--- src/rtl/lsq_pkg.sv ---
// ============================================================================
// lsq_pkg - shared types and codes for the linked stack/queue pool
// Operation and status codes, fixed field widths and the command/status
// structs that join the controller to the datapath.
// ============================================================================
package lsq_pkg;

    localparam int OP_BITS     = 2;
    localparam int STATUS_BITS = 2;
    localparam int SLOT_BITS   = 4;

    typedef enum logic [OP_BITS-1:0] {
        OP_PUSH = 2'd0,
        OP_POP  = 2'd1,
        OP_ENQ  = 2'd2,
        OP_DEQ  = 2'd3
    } t_op;

    typedef enum logic [STATUS_BITS-1:0] {
        ST_DONE  = 2'd0,
        ST_FULL  = 2'd1,
        ST_EMPTY = 2'd2
    } t_status;

    typedef struct packed {
        logic load;
        logic update;
        logic tail;
        logic item_ld;
        logic out_ld;
    } t_dp_cmd;

    typedef struct packed {
        logic refuse;
        logic need_tail;
        logic need_item;
    } t_dp_sts;

endpackage

--- src/rtl/lsq_if.sv ---
// ============================================================================
// lsq_if - word channels of the linked stack/queue pool
// Operation channel into the block and result channel out of it, each with
// valid/ready handshake and its payload.
// ============================================================================
interface lsq_in_if #(
    parameter int ITEM_BITS = 32
);
    import lsq_pkg::*;

    logic                 valid;
    logic                 ready;
    logic [OP_BITS-1:0]   opcode;
    logic [ITEM_BITS-1:0] item_data;

    modport source (output valid, opcode, item_data, input ready);
    modport sink   (input valid, opcode, item_data, output ready);
endinterface

interface lsq_out_if #(
    parameter int ITEM_BITS = 32
);
    import lsq_pkg::*;

    logic                   valid;
    logic                   ready;
    logic [STATUS_BITS-1:0] status;
    logic [SLOT_BITS-1:0]   slot_index;
    logic [ITEM_BITS-1:0]   removed_item;
    logic [ITEM_BITS-1:0]   top_item;
    logic [ITEM_BITS-1:0]   front_item;
    logic                   stack_empty;
    logic                   queue_empty;
    logic                   pool_full;

    modport source (
        output valid, status, slot_index, removed_item, top_item, front_item,
               stack_empty, queue_empty, pool_full,
        input  ready
    );
    modport sink (
        input  valid, status, slot_index, removed_item, top_item, front_item,
               stack_empty, queue_empty, pool_full,
        output ready
    );
endinterface

--- src/rtl/lsq_dp.sv ---
// ============================================================================
// lsq_dp - datapath of the linked stack/queue pool
// Slot link and item memories, head/tail/free pointers, cached top and front
// words, the working registers of one operation and the result register.
// ============================================================================
module lsq_dp #(
    parameter int POOL_DEPTH = 16,
    parameter int ITEM_BITS  = 32
) (
    input  logic                            i_clk,
    input  logic                            i_rst_n,
    input  lsq_pkg::t_dp_cmd                i_cmd,
    output lsq_pkg::t_dp_sts                o_sts,
    input  logic [lsq_pkg::OP_BITS-1:0]     i_opcode,
    input  logic [ITEM_BITS-1:0]            i_item_data,
    output logic [lsq_pkg::STATUS_BITS-1:0] o_status,
    output logic [lsq_pkg::SLOT_BITS-1:0]   o_slot_index,
    output logic [ITEM_BITS-1:0]            o_removed_item,
    output logic [ITEM_BITS-1:0]            o_top_item,
    output logic [ITEM_BITS-1:0]            o_front_item,
    output logic                            o_stack_empty,
    output logic                            o_queue_empty,
    output logic                            o_pool_full
);
    import lsq_pkg::*;

    localparam int IDX_BITS = $clog2(POOL_DEPTH);
    localparam int PTR_BITS = $clog2(POOL_DEPTH + 1);
    localparam logic [PTR_BITS-1:0] NIL = PTR_BITS'(POOL_DEPTH);

    // link of slot i reads as i-1 while i lies below r_low (never allocated)
    logic [PTR_BITS-1:0]    r_link_mem [POOL_DEPTH];
    logic [ITEM_BITS-1:0]   r_item_mem [POOL_DEPTH];

    logic [PTR_BITS-1:0]    r_free, r_sh, r_qh, r_qt, r_low;
    logic [ITEM_BITS-1:0]   r_top, r_front;

    t_op                    r_op;
    logic [ITEM_BITS-1:0]   r_data;
    t_status                r_status;
    logic [PTR_BITS-1:0]    r_slot;
    logic [ITEM_BITS-1:0]   r_removed;

    logic [PTR_BITS-1:0]    r_link_q;
    logic                   r_fresh;
    logic [PTR_BITS-1:0]    r_fresh_val;
    logic [ITEM_BITS-1:0]   r_item_q;

    logic [STATUS_BITS-1:0] r_o_status;
    logic [SLOT_BITS-1:0]   r_o_slot;
    logic [ITEM_BITS-1:0]   r_o_removed, r_o_top, r_o_front;
    logic                   r_o_sempty, r_o_qempty, r_o_full;

    t_op                    w_op;
    t_status                w_refuse_st;
    logic [PTR_BITS-1:0]    w_link_addr;
    logic                   w_fresh;
    logic [PTR_BITS-1:0]    w_fresh_val;
    logic [PTR_BITS-1:0]    w_next;
    logic                   w_need_item;
    logic                   w_lwr_en;
    logic [PTR_BITS-1:0]    w_lwr_addr;
    logic [PTR_BITS-1:0]    w_lwr_data;
    logic                   w_iwr_en;

    always_comb begin
        w_op = t_op'(i_opcode);
        unique case (w_op)
            OP_PUSH, OP_ENQ: begin
                w_link_addr = r_free;
                w_refuse_st = (r_free == NIL) ? ST_FULL : ST_DONE;
            end
            OP_POP: begin
                w_link_addr = r_sh;
                w_refuse_st = (r_sh == NIL) ? ST_EMPTY : ST_DONE;
            end
            default: begin
                w_link_addr = r_qh;
                w_refuse_st = (r_qh == NIL) ? ST_EMPTY : ST_DONE;
            end
        endcase
        w_fresh     = (w_link_addr < r_low);
        w_fresh_val = (w_link_addr == '0) ? NIL : w_link_addr - PTR_BITS'(1);
        w_next      = r_fresh ? r_fresh_val : r_link_q;
        w_need_item = ((r_op == OP_POP) || (r_op == OP_DEQ)) && (w_next != NIL);
    end

    assign o_sts.refuse    = (w_refuse_st != ST_DONE);
    assign o_sts.need_tail = (r_op == OP_ENQ) && (r_qh != NIL);
    assign o_sts.need_item = w_need_item;

    always_comb begin
        w_lwr_en   = 1'b0;
        w_lwr_addr = r_free;
        w_lwr_data = NIL;
        w_iwr_en   = 1'b0;
        if (i_cmd.update) begin
            w_lwr_en = 1'b1;
            unique case (r_op)
                OP_PUSH: begin
                    w_lwr_data = r_sh;
                    w_iwr_en   = 1'b1;
                end
                OP_ENQ: begin
                    w_iwr_en = 1'b1;
                    if (r_qh != NIL) begin
                        w_lwr_addr = r_qt;
                        w_lwr_data = r_free;
                    end
                end
                OP_POP: begin
                    w_lwr_addr = r_sh;
                    w_lwr_data = r_free;
                end
                default: begin
                    w_lwr_addr = r_qh;
                    w_lwr_data = r_free;
                end
            endcase
        end else if (i_cmd.tail) begin
            w_lwr_en   = 1'b1;
            w_lwr_addr = r_slot;
        end
    end

    always_ff @(posedge i_clk) begin
        if (w_lwr_en) begin
            r_link_mem[w_lwr_addr[IDX_BITS-1:0]] <= w_lwr_data;
        end
        if (i_cmd.load && !o_sts.refuse) begin
            r_link_q    <= r_link_mem[w_link_addr[IDX_BITS-1:0]];
            r_fresh     <= w_fresh;
            r_fresh_val <= w_fresh_val;
        end
    end

    always_ff @(posedge i_clk) begin
        if (w_iwr_en) begin
            r_item_mem[r_free[IDX_BITS-1:0]] <= r_data;
        end
        if (i_cmd.update && w_need_item) begin
            r_item_q <= r_item_mem[w_next[IDX_BITS-1:0]];
        end
    end

    always_ff @(posedge i_clk) begin
        if (!i_rst_n) begin
            r_free  <= PTR_BITS'(POOL_DEPTH - 1);
            r_sh    <= NIL;
            r_qh    <= NIL;
            r_qt    <= NIL;
            r_low   <= NIL;
            r_top   <= '0;
            r_front <= '0;
        end else if (i_cmd.update) begin
            unique case (r_op)
                OP_PUSH: begin
                    r_free <= w_next;
                    r_sh   <= r_free;
                    r_top  <= r_data;
                    if (r_free < r_low) begin
                        r_low <= r_free;
                    end
                end
                OP_ENQ: begin
                    r_free <= w_next;
                    r_qt   <= r_free;
                    if (r_qh == NIL) begin
                        r_qh    <= r_free;
                        r_front <= r_data;
                    end
                    if (r_free < r_low) begin
                        r_low <= r_free;
                    end
                end
                OP_POP: begin
                    r_free <= r_sh;
                    r_sh   <= w_next;
                    if (w_next == NIL) begin
                        r_top <= '0;
                    end
                end
                default: begin
                    r_free <= r_qh;
                    r_qh   <= w_next;
                    if (w_next == NIL) begin
                        r_qt    <= NIL;
                        r_front <= '0;
                    end
                end
            endcase
        end else if (i_cmd.item_ld) begin
            if (r_op == OP_POP) begin
                r_top <= r_item_q;
            end else begin
                r_front <= r_item_q;
            end
        end
    end

    always_ff @(posedge i_clk) begin
        if (i_cmd.load) begin
            r_op      <= w_op;
            r_data    <= i_item_data;
            r_status  <= w_refuse_st;
            r_slot    <= '0;
            r_removed <= '0;
        end else if (i_cmd.update) begin
            unique case (r_op)
                OP_PUSH, OP_ENQ: r_slot <= r_free;
                OP_POP: begin
                    r_slot    <= r_sh;
                    r_removed <= r_top;
                end
                default: begin
                    r_slot    <= r_qh;
                    r_removed <= r_front;
                end
            endcase
        end
        if (i_cmd.out_ld) begin
            r_o_status  <= r_status;
            r_o_slot    <= SLOT_BITS'(r_slot);
            r_o_removed <= r_removed;
            r_o_top     <= r_top;
            r_o_front   <= r_front;
            r_o_sempty  <= (r_sh == NIL);
            r_o_qempty  <= (r_qh == NIL);
            r_o_full    <= (r_free == NIL);
        end
    end

    assign o_status       = r_o_status;
    assign o_slot_index   = r_o_slot;
    assign o_removed_item = r_o_removed;
    assign o_top_item     = r_o_top;
    assign o_front_item   = r_o_front;
    assign o_stack_empty  = r_o_sempty;
    assign o_queue_empty  = r_o_qempty;
    assign o_pool_full    = r_o_full;

    a_queue_ends: assert property (@(posedge i_clk) disable iff (!i_rst_n)
        (r_qh == NIL) == (r_qt == NIL))
        else $error("queue head and tail disagree on emptiness");

    a_full_has_items: assert property (@(posedge i_clk) disable iff (!i_rst_n)
        (r_free == NIL) |-> !((r_sh == NIL) && (r_qh == NIL)))
        else $error("free list exhausted with both structures empty");

    a_push_top: assert property (@(posedge i_clk) disable iff (!i_rst_n)
        (i_cmd.update && (r_op == OP_PUSH)) |=> (r_sh != NIL) && (r_top == $past(r_data)))
        else $error("push did not set the stack top");

endmodule

--- src/rtl/lsq_ctrl.sv ---
// ============================================================================
// lsq_ctrl - sequencer of the linked stack/queue pool
// Takes one operation word at a time, steps the datapath through link read,
// update, tail link or item refetch, then loads the result register.
// ============================================================================
module lsq_ctrl (
    input  logic             i_clk,
    input  logic             i_rst_n,
    input  logic             i_in_valid,
    output logic             o_in_ready,
    input  logic             i_out_ready,
    output logic             o_out_valid,
    input  lsq_pkg::t_dp_sts i_sts,
    output lsq_pkg::t_dp_cmd o_cmd
);
    import lsq_pkg::*;

    typedef enum logic [4:0] {
        S_IDLE   = 5'b00001,
        S_UPDATE = 5'b00010,
        S_TAIL   = 5'b00100,
        S_ITEM   = 5'b01000,
        S_DONE   = 5'b10000
    } t_state;

    t_state r_state, n_state;
    logic   r_out_valid, n_out_valid;

    always_comb begin
        n_state = r_state;
        o_cmd   = '0;
        unique case (r_state)
            S_IDLE: begin
                if (i_in_valid) begin
                    o_cmd.load = 1'b1;
                    n_state    = i_sts.refuse ? S_DONE : S_UPDATE;
                end
            end
            S_UPDATE: begin
                o_cmd.update = 1'b1;
                if (i_sts.need_tail) begin
                    n_state = S_TAIL;
                end else if (i_sts.need_item) begin
                    n_state = S_ITEM;
                end else begin
                    n_state = S_DONE;
                end
            end
            S_TAIL: begin
                o_cmd.tail = 1'b1;
                n_state    = S_DONE;
            end
            S_ITEM: begin
                o_cmd.item_ld = 1'b1;
                n_state       = S_DONE;
            end
            S_DONE: begin
                if (!r_out_valid || i_out_ready) begin
                    o_cmd.out_ld = 1'b1;
                    n_state      = S_IDLE;
                end
            end
            default: n_state = S_IDLE;
        endcase
        if (o_cmd.out_ld) begin
            n_out_valid = 1'b1;
        end else if (i_out_ready) begin
            n_out_valid = 1'b0;
        end else begin
            n_out_valid = r_out_valid;
        end
    end

    always_ff @(posedge i_clk) begin
        if (!i_rst_n) begin
            r_state     <= S_IDLE;
            r_out_valid <= 1'b0;
        end else begin
            r_state     <= n_state;
            r_out_valid <= n_out_valid;
        end
    end

    assign o_in_ready  = (r_state == S_IDLE);
    assign o_out_valid = r_out_valid;

    a_result_source: assert property (@(posedge i_clk) disable iff (!i_rst_n)
        $rose(r_out_valid) |-> $past(r_state == S_DONE))
        else $error("result word raised outside the done step");

    a_done_waits: assert property (@(posedge i_clk) disable iff (!i_rst_n)
        (r_state == S_DONE && r_out_valid && !i_out_ready) |=> (r_state == S_DONE))
        else $error("result overwritten while the receiver stalls");

    a_tail_step: assert property (@(posedge i_clk) disable iff (!i_rst_n)
        (r_state == S_UPDATE && i_sts.need_tail) |=> (r_state == S_TAIL))
        else $error("enqueue behind a tail skipped the tail link");

endmodule

--- src/rtl/linked_stack_queue_pool.sv ---
// ============================================================================
// linked_stack_queue_pool - stack and FIFO queue sharing a linked slot pool
// One stack and one queue draw slots from a common free list of POOL_DEPTH
// slots; each operation word gives exactly one result word.
// ============================================================================
// Usage:
//   i_in carries one operation word (push, pop, enqueue, dequeue plus an item
//   word); o_out returns one result word per operation: status, slot touched,
//   removed item, new top and front items and the empty/full flags.
//   One operation is in flight at a time. A refused operation goes from
//   the idle step straight to the done step; push, enqueue onto an empty
//   queue and pop or dequeue that empty their structure pass through the
//   update step; enqueue behind an existing tail and pop or dequeue that
//   leave items behind add a tail link or item step (extra write of the tail
//   link, or a refetch of the new top/front word from the item memory, which
//   has one registered read port). The result register loads as the done
//   step hands back to idle, where the next operation can be taken.
//   Reset (synchronous, active low) empties both structures and chains all
//   slots on the free list, highest index first; no clearing pass is needed.
//   A stalled receiver holds the result word; the block may take and work on
//   one more operation and then waits until the result register frees.
// ============================================================================
module linked_stack_queue_pool #(
    parameter int POOL_DEPTH = 16,
    parameter int ITEM_BITS  = 32
) (
    input  logic             i_clk,
    input  logic             i_rst_n,
    lsq_in_if.sink           i_in,
    lsq_out_if.source        o_out
);
    import lsq_pkg::*;

    t_dp_cmd w_cmd;
    t_dp_sts w_sts;

    lsq_ctrl u_ctrl (
        .i_clk       (i_clk),
        .i_rst_n     (i_rst_n),
        .i_in_valid  (i_in.valid),
        .o_in_ready  (i_in.ready),
        .i_out_ready (o_out.ready),
        .o_out_valid (o_out.valid),
        .i_sts       (w_sts),
        .o_cmd       (w_cmd)
    );

    lsq_dp #(
        .POOL_DEPTH (POOL_DEPTH),
        .ITEM_BITS  (ITEM_BITS)
    ) u_dp (
        .i_clk          (i_clk),
        .i_rst_n        (i_rst_n),
        .i_cmd          (w_cmd),
        .o_sts          (w_sts),
        .i_opcode       (i_in.opcode),
        .i_item_data    (i_in.item_data),
        .o_status       (o_out.status),
        .o_slot_index   (o_out.slot_index),
        .o_removed_item (o_out.removed_item),
        .o_top_item     (o_out.top_item),
        .o_front_item   (o_out.front_item),
        .o_stack_empty  (o_out.stack_empty),
        .o_queue_empty  (o_out.queue_empty),
        .o_pool_full    (o_out.pool_full)
    );

endmodule

--- src/flat_wrapper.sv ---
// flat-port wrapper written by rule: the top's interface ports become plain ports
module linked_stack_queue_pool_flat import lsq_pkg::*;
#(
    parameter int POOL_DEPTH = 16,
    parameter int ITEM_BITS  = 32
)
  (i_clk, i_rst_n, i_in_valid, i_in_opcode, i_in_item_data, i_in_ready, o_out_valid, o_out_status, o_out_slot_index, o_out_removed_item, o_out_top_item, o_out_front_item, o_out_stack_empty, o_out_queue_empty, o_out_pool_full, o_out_ready);
  lsq_in_if #(.ITEM_BITS(ITEM_BITS)) i_in_i ();
  lsq_out_if #(.ITEM_BITS(ITEM_BITS)) o_out_i ();
  input  logic i_clk;
  input  logic i_rst_n;
  input wire logic [$bits(i_in_i.valid)-1:0] i_in_valid;
  input wire logic [$bits(i_in_i.opcode)-1:0] i_in_opcode;
  input wire logic [$bits(i_in_i.item_data)-1:0] i_in_item_data;
  output wire logic [$bits(i_in_i.ready)-1:0] i_in_ready;
  output wire logic [$bits(o_out_i.valid)-1:0] o_out_valid;
  output wire logic [$bits(o_out_i.status)-1:0] o_out_status;
  output wire logic [$bits(o_out_i.slot_index)-1:0] o_out_slot_index;
  output wire logic [$bits(o_out_i.removed_item)-1:0] o_out_removed_item;
  output wire logic [$bits(o_out_i.top_item)-1:0] o_out_top_item;
  output wire logic [$bits(o_out_i.front_item)-1:0] o_out_front_item;
  output wire logic [$bits(o_out_i.stack_empty)-1:0] o_out_stack_empty;
  output wire logic [$bits(o_out_i.queue_empty)-1:0] o_out_queue_empty;
  output wire logic [$bits(o_out_i.pool_full)-1:0] o_out_pool_full;
  input wire logic [$bits(o_out_i.ready)-1:0] o_out_ready;
  assign i_in_i.valid = i_in_valid;
  assign i_in_i.opcode = i_in_opcode;
  assign i_in_i.item_data = i_in_item_data;
  assign i_in_ready = i_in_i.ready;
  assign o_out_valid = o_out_i.valid;
  assign o_out_status = o_out_i.status;
  assign o_out_slot_index = o_out_i.slot_index;
  assign o_out_removed_item = o_out_i.removed_item;
  assign o_out_top_item = o_out_i.top_item;
  assign o_out_front_item = o_out_i.front_item;
  assign o_out_stack_empty = o_out_i.stack_empty;
  assign o_out_queue_empty = o_out_i.queue_empty;
  assign o_out_pool_full = o_out_i.pool_full;
  assign o_out_i.ready = o_out_ready;
  linked_stack_queue_pool #(.POOL_DEPTH(POOL_DEPTH), .ITEM_BITS(ITEM_BITS)) u_core (.i_clk(i_clk), .i_rst_n(i_rst_n), .i_in(i_in_i), .o_out(o_out_i));
endmodule
--- config.mk ---
export PLATFORM = sky130hd
export DESIGN_NAME = linked_stack_queue_pool_flat
export DESIGN_NICKNAME = d
export VERILOG_FILES = /design/src/rtl/lsq_pkg.sv /design/src/rtl/lsq_if.sv /design/src/rtl/lsq_dp.sv /design/src/rtl/lsq_ctrl.sv /design/src/rtl/linked_stack_queue_pool.sv /design/src/flat_wrapper.sv
export SDC_FILE = /design/constraint.sdc
export NUM_CORES = 1
export LEC_CHECK = 0
export BUFFER_PORTS_ARGS = -buffer_cell sky130_fd_sc_hd__buf_2
export CAP_MARGIN = 5
export CORE_MARGIN = 2
export CORE_UTILIZATION = 40
export CTS_CLUSTER_SIZE = 14
export DETAILED_ROUTE_END_ITERATION = 7
export SLEW_MARGIN = 20
export SYNTH_ARGS = -nofsm -noshare
export SYNTH_HDL_FRONTEND = slang
export SYNTH_SLANG_ARGS = --single-unit
--- constraint.sdc ---
create_clock -name i_clk -period 6.1 [get_ports i_clk]
set_clock_uncertainty 0.15 [all_clocks]
set_input_delay 0.61 -clock i_clk [delete_from_list [all_inputs] [get_ports i_clk]]
set_output_delay 0.61 -clock i_clk [all_outputs]
set_load 0.02 [all_outputs]
==> impl_metrics.yaml, run 1 <==
layout:
  mostFrequentLayoutCells: "776 x edfxtp_1, 419 x nand2_1, 144 x buf_2, 135 x mux2i_1, 130 x dfxtp_1"
  multi_input_area_mm2: 0.00896
  fillers: 7605
  regArea_mm2: 0.0259
  fin_area_mm2: 0.0407
  area_delta_synth_final_pct: 14.3
  layout_commonest_cell: "edfxtp_1"
  antenna_cells: 0
  finalNetCount: 2530
  drive_gt1_share_pct: 17.1
clock_network:
  clock_path_buffers: 3
  cts.sinks: 906
  clk_pin_slew_ns: 0.07
  cts_max_level: 3
  post_cts.repair.setup_buffers: 0
  clock-root-buffer: "clkbuf_16"
  insertion_delay_ns: 0.64
  cts_buffers: 87
  cts_tree: "done"
  cts-hold-fix-buffers: 28
  ctsResizeCount: 0
sta:
  rsz0062_at_grt: "false"
  hold_viol: 0
  max_freq_ghz: 0.263
  fin_crit_sh_pct: 62.3
  drv_slew: 0
  finalSetupTns_ns: 0
  setup_viol: 0
  slew_headroom_pct: 30.9
  period_minus_slack_ns: 3.80
  tightest_slew_ns: 1.04
floorplanning:
  placementRows: 109
  die_h_um: 302
  die_w_um: 302
  die_area_mm2: 0.0915
  io_pins: 145
  start_util_pct: 40.3
  core_mm2: 0.0884
setup_path:
  rrSetupSlack_ns: 2.30
  cp-end-kind: "register"
  worstPathCellList: "mux2i_4, buf_4, buf_4, mux4_2, nand2_1, a31oi_1"
  path_common_cell: "buf_4"
  cp_max_fo: 69
  r2r-start: "u_core.u_dp.r_fresh"
  cpPeakStageDelay_ns: 0.82
  critical_path_class: "reg -> reg"
  reg2regPathDepth: 6
  crit_slowest_cell: "buf_4"
  critPathRequiredTime_ns: 6.31
  startpoint_type: "register"
  worstReg2RegEnd: "u_core.u_dp.r_item_q[19]"
  crit_arrival_ns: 4.00
run:
  drv_cap: 0
route:
  viasPerCell: 5.50
  dr.pass1.iters: 5
  vias: 20500
  wl_per_cell_um: 22.8
  drtIter0Drc: 1844
  drc: 0
  totalWireLength_um: 84800
  ant_nets: 0
global_routing:
  overflow: 0
  grt_pass1_vias: 19900
  grt_pass1_wl_um: 126000
  antenna_found_initial: 0
  grt_max_degree: 160
  grt.total_usage_pct: 18.4
synthesis:
  avgSynthCellArea_um2: 15.2
  synth_top_area_share_pct: 65.4
  syn_inst: 2340
  synth_nets: 2387
  synth.area.top_cells: "edfxtp_1 65%, dfxtp_1 7.3%, nand2_1 4.4%, mux4_2 4.0%, mux2i_1 3.8%"
  synth_area_mm2: 0.0356
  yosys_warnings: 0
  yosys.area.top_type: "edfxtp_1"
  netlist-cell-type-count: 61
  synth-seq-cells: 906
  synthFlopType: "edfxtp_1"
  postSynth.asyncResetShare_pct: 0
  ys_seq_area_share_pct: 72.7
  synth_edf_count: 776
worst_hold_path:
  min_to: "u_core.u_dp.r_data[28]"
  min_path_cells: 1
  min-delay-start: "i_in_item_data[28]"
  hold_class: "in -> reg"
status:
  outcome: "finished, final reports clean"
pwr:
  p_per_area_mw_per_mm2: 322
  leakage_uw: 0.0149
  ir_drop_mv: 0.212
place:
  placed_area_mm2: 0.0375
  gp_congestion: 0.830
  io_buffers: 144
  hpwlAfterDp_um: 47900
-- power breakdown --
group / switching, uW / internal (uW)
Clock: 2310 / 3160
Combinational: 466 / 278
Sequential: 120 / 6790
Total: 2890 / 10200
-- synthesized netlist by cell type (49+ instances only) --
master and n:
buf_2 49, clkbuf_1 68, mux2i_1 136, nand3_1 80
a311oi_1 64, o211a_1 64, a22oi_1 69, nor2_1 87
edfxtp_1 776, dfxtp_1 130, mux4_2 64, nand2_1 420
-- per-layer routing --
metal | wire (um) | vias up | part of all wire [%] | GRT usage, %
li1 | - | 9257 | - | -
met1 | 38100 | 10400 | 45 | 26.2
met2 | 39400 | 711 | 47 | 29.3
met3 | 5750 | 99 | 6.8 | 3.15
met4 | 1490 | 0 | 1.8 | 4.68
met5 | 0 | - | 0 | 0
-- critical path, delay by kind of cell, from the launching register on --
family,cells,cell delay (ns)
and+or+nand+nor,1,0.08
AOI/OAI and AO/OA,1,0.10
muxes,2,0.75
buffers and inverters,2,1.63
DFF,1,0.74
-- final cells by class --
cell class	instances	share of cell area, %
Sequential cell	906	63.6
Clock inverter	51	1.34
Inverter	20	0.187
Tap cell	1165	3.58
Timing Repair Buffer	217	3.43
Multi-Input combinational cell	1251	22.0
Clock buffer	110	5.84
-- cell families (layout without fill, tap and decap cells) --
family | count (synthesis) | count (layout) | share of synthesized area, %
AO/OA/AOI/OAI | 338 | 338 | 7.55
XOR/XNOR | 5 | 5 | 0.123
adder cells (fa/ha/maj) | 9 | 9 | 0.316
buffers and inverters | 183 | 398 | 2.66
flip-flops | 906 | 906 | 72.7
multiplexers | 209 | 209 | 8.23
AND/OR/NAND/NOR | 690 | 690 | 8.42
-- how the worst max path moves through the flow --
stage,startpoint,endpoint,slack [ns],cells past startpoint
after floorplan,u_core.u_ctrl.r_state[4],u_core.u_dp.r_item_mem[3][0],1.76,8
after global placement,u_core.u_dp.r_fresh,u_core.u_dp.r_front[11],2.26,7
after detailed placement,u_core.u_dp.r_fresh,u_core.u_dp.r_front[17],2.17,7
after CTS,u_core.u_dp.r_fresh,u_core.u_dp.r_front[17],2.16,7
after global routing,u_core.u_dp.r_fresh,u_core.u_dp.r_item_q[19],2.12,6
final,u_core.u_dp.r_fresh,u_core.u_dp.r_item_q[19],2.30,6
-- through the flow --
stage	utilization (%)	power, uW	hold WS [ns]	cells	worst slack [ns]
after CTS	46.1	13200	0.0398	3719	2.16
after floorplan	-	7530	0.250	2340	1.76
after global placement	42.4	7760	0.260	3530	2.26
after detailed placement	42.4	7770	0.256	3530	2.17
after global routing	46.1	13500	0.0409	3720	2.12
final	46.1	13100	0.0566	3720	2.30
-- state kept, by name (all words and copies together), names as in the netlist, 32 cells and up --
register and count:
u_core.u_dp.r_top 32, u_core.u_dp.r_removed 32, u_core.u_dp.o_front_item 32, u_core.u_dp.r_item_mem 512, u_core.u_dp.o_top_item 32, u_core.u_dp.o_removed_item 32
u_core.u_dp.r_link_mem 80, u_core.u_dp.r_item_q 32, u_core.u_dp.r_data 32, u_core.u_dp.r_front 32
Power figures use the tool's default switching activity.
==> run 2, diff against run 1 <==
ABC_AREA = 1   (was default)
clock period = 3.6 ns   (was 6.1 ns; I/O delays follow)
==> impl_metrics.yaml, run 2 <==
synthesis:
  synth-xor-area-share_pct: 0.0242
  ys_seq_area_share_pct: 71.5
  synth-seq-cells: 906
  avgSynthCellArea_um2: 11.5
  yosys.area.top_type: "edfxtp_1"
  synth_top_area_share_pct: 64.3
  synth.most_common_cell: "edfxtp_1"
  synth_top_cells_by_count: "776 x edfxtp_1, 468 x nor2_1, 448 x nand2_1"
  synth.area.top_cells: "edfxtp_1 64%, dfxtp_1 7.2%, nor2_1 4.8%, nand2_1 4.6%, o21ai_0 4.2%"
  syn_inst: 3145
  synthFlopType: "edfxtp_1"
  synth-compound-area-share_pct: 9.96
  synth_nets: 3192
  yosys_warnings: 0
  postSynth.asyncResetShare_pct: 0
  synth_top_family_by_area: "simple AND/OR/NAND/NOR gates"
  synthMuxAreaShare_pct: 0
  synth-simple-area-share_pct: 13.5
  synthAdderAreaFrac_pct: 0.311
  synth_edf_count: 776
  synth_area_mm2: 0.0362
  netlist-cell-type-count: 43
run:
  drv_cap: 0
clock_network:
  ctsResizeCount: 0
  cts_tree: "done"
  insertion_delay_ns: 0.65
  cts_max_level: 3
  cts.sinks: 906
  cts_buffers: 93
  cts-hold-fix-buffers: 36
  clock_path_buffers: 3
  post_cts.repair.setup_buffers: 0
  clk_pin_slew_ns: 0.06
  clock-root-buffer: "clkbuf_16"
place:
  gp_congestion: 0.883
  hpwlAfterDp_um: 54500
  dp_slack_ns: 0.785
  io_buffers: 144
sta:
  slew_headroom_pct: 36.4
  period_minus_slack_ns: 2.90
  drv_slew: 0
  setup_ws_ns: 0.698
  hold_viol: 0
  finalSetupTns_ns: 0
  fin_crit_sh_pct: 80.6
  timing.hold.ws_ns: 0.0617
  setup_viol: 0
  rsz0062_at_grt: "false"
  max_freq_ghz: 0.345
  tightest_slew_ns: 0.954
layout:
  drive_gt1_share_pct: 12.2
  area_delta_synth_final_pct: 15.6
  mostFrequentLayoutCells: "776 x edfxtp_1, 447 x nor2_1, 446 x nand2_1, 301 x o21ai_0, 220 x inv_1"
  layout_commonest_cell: "edfxtp_1"
  finalNetCount: 3364
  antenna_cells: 0
  fin_util_pct: 46.6
  regArea_mm2: 0.0259
  fillers: 8088
  multi_input_area_mm2: 0.00878
  largest_register_ffs: 512
setup_path:
  startpoint_type: "register"
  cp_max_fo: 61
  crit_arrival_ns: 3.05
  critical_path_class: "reg -> reg"
  critPathRequiredTime_ns: 3.75
  cp-end-kind: "register"
route:
  drtIter0Drc: 2782
  wl_per_cell_um: 20.5
  drc: 0
  dr.pass1.iters: 8
  vias: 24100
  totalWireLength_um: 93500
  viasPerCell: 5.28
  ant_nets: 0
worst_hold_path:
  hold_class: "in -> reg"
floorplanning:
  die_area_mm2: 0.0930
  start_util_pct: 40.3
  core_mm2: 0.0899
  die_h_um: 305
  placementRows: 110
  die_w_um: 305
  io_pins: 145
global_routing:
  antenna_found_initial: 2
  grt_pass1_vias: 22600
  grt_max_degree: 143
  overflow: 0
  grt_pass1_wl_um: 142000
  grt.total_usage_pct: 19.9
pwr:
  ir_drop_mv: 0.359
  p_per_area_mw_per_mm2: 559
  leakage_uw: 0.0151
  fin_total_pwr_uw: 23400
status:
  outcome: "finished, final reports clean"
[run 2: final timing paths]
kind | start | endpoint | slack (ns) | cells past startpoint
max | u_core.u_ctrl.r_state[4] | u_core.u_dp.r_link_mem[9][2] | 0.70 | 9
min | i_rst_n | u_core.u_dp.r_top[17] | 0.06 | 3
max reg2reg | u_core.u_ctrl.r_state[4] | u_core.u_dp.r_link_mem[9][2] | 0.70 | 9
min reg2reg | u_core.u_dp.r_status[1] | u_core.u_dp.o_status[1] | 0.27 | 0
[run 2: area by class of cell]
cell class | instances | area share (%)
clock buffer | 122 | 6.11
clock inverter | 45 | 1.02
inverter | 232 | 2.10
multi-input combinational | 1822 | 21.0
sequential | 906 | 61.8
tap | 1176 | 3.51
timing repair buffer | 262 | 4.47
[run 2: per-stage QoR]
| stage | area [um2] | instances |
|---|---|---|
| after floorplan | 36200 | 3145 |
| after global placement | 38500 | 4362 |
| after detailed placement | 38500 | 4362 |
| after CTS | 41900 | 4565 |
| after global routing | 41900 | 4565 |
| final | 41900 | 4565 |
[run 2: cell families after synthesis]
family	Yosys count
AOI/OAI and AO/OA	631
xor gates and xnor gates	1
adders and majority gates	9
buffers and inverters	417
DFF	906
and+or+nand+nor	1181
[run 2: worst max-delay path, cell delays in order, from the launching register on]
cell	delay (ns)
dfxtp_1	0.33
inv_1	0.09
nand4_4	0.12
buf_4	0.52
nand2_1	0.24
nand2_1	0.11
o21ai_0	0.12
o21ai_0	0.14
nand2_1	0.27
nor2_1	0.45
[run 2: per-layer routing]
layer | wire length, um | track usage, %
met3 | 7170 | 3.55
met2 | 40500 | 29.5
met4 | 2110 | 5.19
met5 | 13 | 0
met1 | 43700 | 30.1
[run 2: power by group]
group	internal (uW)	switching [uW]	total (uW)
combinational	620	1570	2190
clock	5380	3990	9360
sequential	11700	206	11900
total	17700	5760	23400
